[config.mk]
export PLATFORM = sky130hd
export DESIGN_NAME = rcrs_ctrl
export DESIGN_NICKNAME = d
export VERILOG_FILES = /design/src/sv/rcrs_pkg.sv /design/src/sv/rcrs_ctrl.sv
export SDC_FILE = /design/constraint.sdc
export NUM_CORES = 1
export LEC_CHECK = 0
export BUFFER_PORTS_ARGS = -buffer_cell sky130_fd_sc_hd__buf_2
export CAP_MARGIN = 20
export CORE_AREA = 2 2 39 41
export DETAILED_ROUTE_END_ITERATION = 16
export DIE_AREA = 0 0 41 43
export GPL_TIMING_DRIVEN = 0
export HOLD_SLACK_MARGIN = 0.05
export SLEW_MARGIN = 20
export SYNTH_ARGS = -nofsm -noshare
export SYNTH_HDL_FRONTEND = slang
export SYNTH_SLANG_ARGS = --single-unit
[constraint.sdc]
create_clock -name clk -period 1.7 [get_ports clk]
set_input_delay 0.34 -clock clk [delete_from_list [all_inputs] [get_ports clk]]
set_output_delay 0.34 -clock clk [all_outputs]
set_load 0.05 [all_outputs]
[src/sv/rcrs_pkg.sv]
// Package for the raster corner resample and stretch block.
// Holds the sizes, register and result codes, and the controller/datapath structs.
// No dependencies.
`default_nettype none

package rcrs_pkg;

	localparam int MAX_COLS    = 4096;
	localparam int SAMPLE_BITS = 24;
	localparam int COL_AW      = $clog2(MAX_COLS);
	localparam int ROW_W       = 16;
	localparam int COL_W       = 13;
	localparam int BYTE_W      = 8;
	localparam int CFG_IDX_W   = 2;
	localparam int CFG_W       = 24;

	localparam logic [CFG_IDX_W-1:0] REG_NUM_ROWS = 2'd0;
	localparam logic [CFG_IDX_W-1:0] REG_NUM_COLS = 2'd1;
	localparam logic [CFG_IDX_W-1:0] REG_DATA_MIN = 2'd2;
	localparam logic [CFG_IDX_W-1:0] REG_DATA_MAX = 2'd3;

	localparam logic [1:0] KIND_CORNER = 2'd0;
	localparam logic [1:0] KIND_RIGHT  = 2'd1;
	localparam logic [1:0] KIND_BELOW  = 2'd2;
	localparam logic [1:0] KIND_DIAG   = 2'd3;

	typedef struct packed {
		logic       load;
		logic       latch_up;
		logic       latch_left;
		logic       calc;
		logic       emit;
		logic [1:0] kind;
		logic       first;
		logic       is_last;
	} rcrs_cmd_t;

	typedef struct packed {
		logic last_col;
		logic last_row;
		logic div_done;
	} rcrs_stat_t;

endpackage

`default_nettype wire

[src/sv/rcrs_ctrl.sv]
// Controller: sequences line buffer reads, averaging, the stretch wait and result emission.
// Drives the datapath through rcrs_cmd_t and reads rcrs_stat_t. Uses rcrs_pkg.
`default_nettype none

module rcrs_ctrl
	import rcrs_pkg::*;
(
	input  logic       clk,
	input  logic       arst_n,
	input  logic       sample_valid,
	output logic       sample_ready,
	output logic       result_valid,
	input  logic       result_ready,
	input  rcrs_stat_t stat,
	output rcrs_cmd_t  cmd
);

	localparam logic [2:0] S_IDLE = 3'd0;
	localparam logic [2:0] S_RD   = 3'd1;
	localparam logic [2:0] S_WR   = 3'd2;
	localparam logic [2:0] S_SUM  = 3'd3;
	localparam logic [2:0] S_WAIT = 3'd4;
	localparam logic [2:0] S_EMIT = 3'd5;

	logic [2:0] state_q;
	logic [2:0] state_d;
	logic [1:0] kind_q;
	logic [1:0] next_kind;
	logic       more;
	logic       slot_free;
	logic       valid_q;

	assign slot_free = !valid_q || result_ready;

	always_comb begin
		next_kind = kind_q;
		more      = 1'b0;
		case (kind_q)
			KIND_CORNER: begin
				if (stat.last_col) begin
					next_kind = KIND_RIGHT;
					more      = 1'b1;
				end else if (stat.last_row) begin
					next_kind = KIND_BELOW;
					more      = 1'b1;
				end
			end
			KIND_RIGHT: begin
				if (stat.last_row) begin
					next_kind = KIND_BELOW;
					more      = 1'b1;
				end
			end
			KIND_BELOW: begin
				if (stat.last_col) begin
					next_kind = KIND_DIAG;
					more      = 1'b1;
				end
			end
			default: ;
		endcase
	end

	always_comb begin
		cmd     = '0;
		state_d = state_q;
		case (state_q)
			S_IDLE: begin
				if (sample_valid) begin
					cmd.load = 1'b1;
					state_d  = S_RD;
				end
			end
			S_RD: begin
				cmd.latch_up = 1'b1;
				state_d      = S_WR;
			end
			S_WR: begin
				cmd.latch_left = 1'b1;
				state_d        = S_SUM;
			end
			S_SUM: begin
				cmd.calc = 1'b1;
				state_d  = S_WAIT;
			end
			S_WAIT: begin
				if (stat.div_done) begin
					state_d = S_EMIT;
				end
			end
			S_EMIT: begin
				if (slot_free) begin
					cmd.emit    = 1'b1;
					cmd.kind    = kind_q;
					cmd.first   = (kind_q == KIND_CORNER);
					cmd.is_last = !more;
					if (!more) begin
						state_d = S_IDLE;
					end
				end
			end
			default: state_d = S_IDLE;
		endcase
	end

	always_ff @(posedge clk or negedge arst_n) begin
		if (!arst_n) begin
			state_q <= S_IDLE;
			kind_q  <= KIND_CORNER;
			valid_q <= 1'b0;
		end else begin
			state_q <= state_d;
			if (cmd.load) begin
				kind_q <= KIND_CORNER;
			end else if (cmd.emit && more) begin
				kind_q <= next_kind;
			end
			if (cmd.emit) begin
				valid_q <= 1'b1;
			end else if (result_ready) begin
				valid_q <= 1'b0;
			end
		end
	end

	assign sample_ready = (state_q == S_IDLE);
	assign result_valid = valid_q;

endmodule

`default_nettype wire

==> results.py <==
metrics = {
    "run_status": {
        "status": "finished with violations",
        "violations": "negative setup slack",
    },
    "power_and_ir_drop": {
        "peakVddDrop_mv": 1.24,
        "p_leak_uw": 0.000375,
        "powerDensity_nw_per_um2": 1770,
    },
    "sta": {
        "slew_violations": 0,
        "min_period_ps": 1790,
        "hold_viol": 0,
        "max-slew-margin-rel_pct": 80.4,
        "fin_crit_sh_pct": 106,
        "max_freq_ghz": 0.557,
        "grt_setup_unrepaired": "true",
        "setup_slack_ps": -94.4,
        "worst_clock_skew_ps": 9.86,
        "worst_slew_pin_slew_ps": 294,
        "setup_viol": 4,
    },
    "global_routing": {
        "antenna_found_initial": 0,
        "grt_pass1_wl_um": 1990,
        "grt_pass1_vias": 509,
        "track_usage_pct": 16.5,
        "grt_start_max_net_pins": 8,
        "gr-total-overflow": 0,
    },
    "finish": {
        "drive_above_1_share_pct": 63.2,
        "multiInputGateArea_um2": 384,
        "area_growth_pct": 73.2,
        "antenna_cells": 0,
        "seq_area_um2": 155,
        "fin_util_pct": 59.5,
        "final_cell_mix": "buf_4 (11), buf_2 (11), nand2_1 (6)",
        "num-fill-cells": 119,
        "final_nets": 99,
    },
    "place": {
        "hpwl_um": 796,
        "place_ws_ps": -180,
        "numPortBuffers": 17,
        "finalWeightedCongestion": 0.683,
    },
    "yosys": {
        "synthCells": 55,
        "synth_xor_area_share_pct": 0,
        "synth-simple-area-share_pct": 33.7,
        "ys_warn_count": 0,
        "synth_adder_area_share_pct": 10.5,
        "netlist_area_um2": 475,
        "synth_seq_cells": 6,
        "synth_top_family_by_area": "simple AND/OR/NAND/NOR gates",
        "synth_seq_area_share_pct": 31.6,
        "synth-compound-area-share_pct": 20.3,
        "synthMuxAreaShare_pct": 0,
        "yosysUniqueCellTypes": 23,
        "syn_area_per_cell_um2": 8.64,
        "synth_fp_nets": 66,
    },
    "critical_path": {
        "worstPathArrival_ps": 1450,
        "critPathCaptureType": "output port",
        "cp_slowest_cell": "dfrtp_1",
        "cp_top_family": "flip-flops",
        "crit_required_ps": 1360,
        "crit_path_start_kind": "flip-flop",
        "cpMostUsedCell": "buf_6",
        "cp_max_fo": 3,
        "slowest_delay_ps": 400,
        "crit_buf_inv": 2,
        "path_cells": "buf_6 -> ha_4 -> a22oi_2 -> a21oi_2 -> nor2b_4 -> buf_6",
        "crit_type": "reg -> out",
    },
    "routing": {
        "vias_per_cell": 5.08,
        "drt_wl_total_um": 1250,
        "first_iter_violations": 4,
        "ant_nets": 0,
        "drc_errors": 0,
        "num_vias": 523,
        "wl_per_cell_um": 12.2,
        "dr.pass1.iters": 4,
    },
    "die": {
        "die_area_um2": 1760,
        "die-height_um": 43,
        "die_w_um": 41,
        "rows": 14,
        "initial_utilization_pct": 34.4,
        "io_pins": 18,
        "core_area_um2": 1380,
    },
    "clock_network": {
        "cts-root-buf": "clkbuf_4",
        "cts_tree": "yes",
        "cts_buffers": 3,
        "cts_max_path_buffers": 2,
        "htreeDepth": 1,
        "clkLatencyLatePin_ps": 240,
        "clk_pin_slew_ps": 40,
        "clkSinkCount": 6,
    },
    "flow_run": {
        "drv_cap": 0,
    },
    "hold_path": {
        "hp-class": "in -> reg",
    },
}
-- worst paths after layout --
check | startpoint | to | cells after the start | slack, ps
max | kind_q[0] | cmd[0] | 6 | -90
max in group asynchronous | arst_n | state_q[1] | 2 | 1070
min in group asynchronous | arst_n | state_q[2] | 2 | 450
max reg2reg | kind_q[0] | kind_q[0] | 8 | 20
min | sample_valid | state_q[0] | 3 | 340
min reg2reg | result_valid | result_valid | 2 | 530
-- timing repair --
action | CTS | global route
buffers inserted | 7 | 3
hold buffers | 1 | 0
endpoints found under the setup margin | 7 | 6
pin swaps | 6 | 1
resized for setup | 26 | 8
hold endpoints to repair | 6 | 0
-- cell type report --
| type | count | area share [%] |
|---|---|---|
| Buffer | 1 | 0.912 |
| Clock buffer | 4 | 3.19 |
| Inverter | 3 | 1.37 |
| Multi-Input combinational cell | 45 | 46.7 |
| Sequential cell | 6 | 18.8 |
| Tap cell | 16 | 2.43 |
| Timing Repair Buffer | 28 | 26.6 |
-- power by group --
part	internal, µW	total, µW	switching (µW)
Combinational	421	1020	599
Sequential	206	298	91.3
Clock	89.1	143	54.4
Total	717	1460	744
-- stage by stage --
stage	hold WS, ps	setup TNS, ps	total power (µW)	instance area (µm²)	instances
2_1_floorplan	44.4	-16.6	912	505	55
3_3_place_gp	170	-139	1060	611	88
3_5_place_dp	176	-180	1070	611	88
4_1_cts	341	-236	1360	772	100
5_1_grt	382	-594	1560	823	103
6_report	344	-316	1460	823	103
-- worst min-delay path, stage by stage --
cell,delay (ps)
buf_2,80
o21ai_0,60
o21ai_0,60
-- synth_stat cells, drive strengths merged --
cell type | number | area (µm²)
a21oi | 2 | 13.8
a41oi | 1 | 16.3
nor2b | 3 | 18.8
and2 | 5 | 31.3
ha | 4 | 50.1
dfrtp | 6 | 150
nand4 | 1 | 6.26
inv | 3 | 11.3
nor3b | 1 | 7.51
nand3b | 1 | 7.51
nor2 | 5 | 18.8
a22oi | 1 | 7.51
or2 | 1 | 6.26
buf | 1 | 7.51
a211oi | 1 | 12.5
a32oi | 1 | 8.76
nand2b | 4 | 25.0
o31ai | 1 | 12.5
and3 | 1 | 11.3
nand2 | 6 | 22.5
o21ai | 5 | 25.0
nor3 | 1 | 5.00
-- layer usage --
| layer | vias up | share of wire (%) | wire [µm] | track usage, % |
|---|---|---|---|---|
| li1 | 259 | - | - | - |
| met1 | 249 | 39 | 486 | 16.9 |
| met2 | 15 | 56 | 707 | 30.3 |
| met3 | 0 | 4.8 | 60 | 3.14 |
| met4 | 0 | 0 | 0 | 6.00 |
| met5 | - | 0 | 0 | 0 |
-- state kept, by name, indices dropped and copies added, names as in the netlist --
name / flops
state_q: 3
kind_q: 2
result_valid: 1
-- logic make-up (layout without fill, tap and decap cells) --
family	Yosys count	count (layout)
flops	6	6
fa+ha+maj	4	4
compound gates	12	12
simple gates	29	29
buf+inv	4	36
Note: power is estimated with default switching activity, not from simulation.
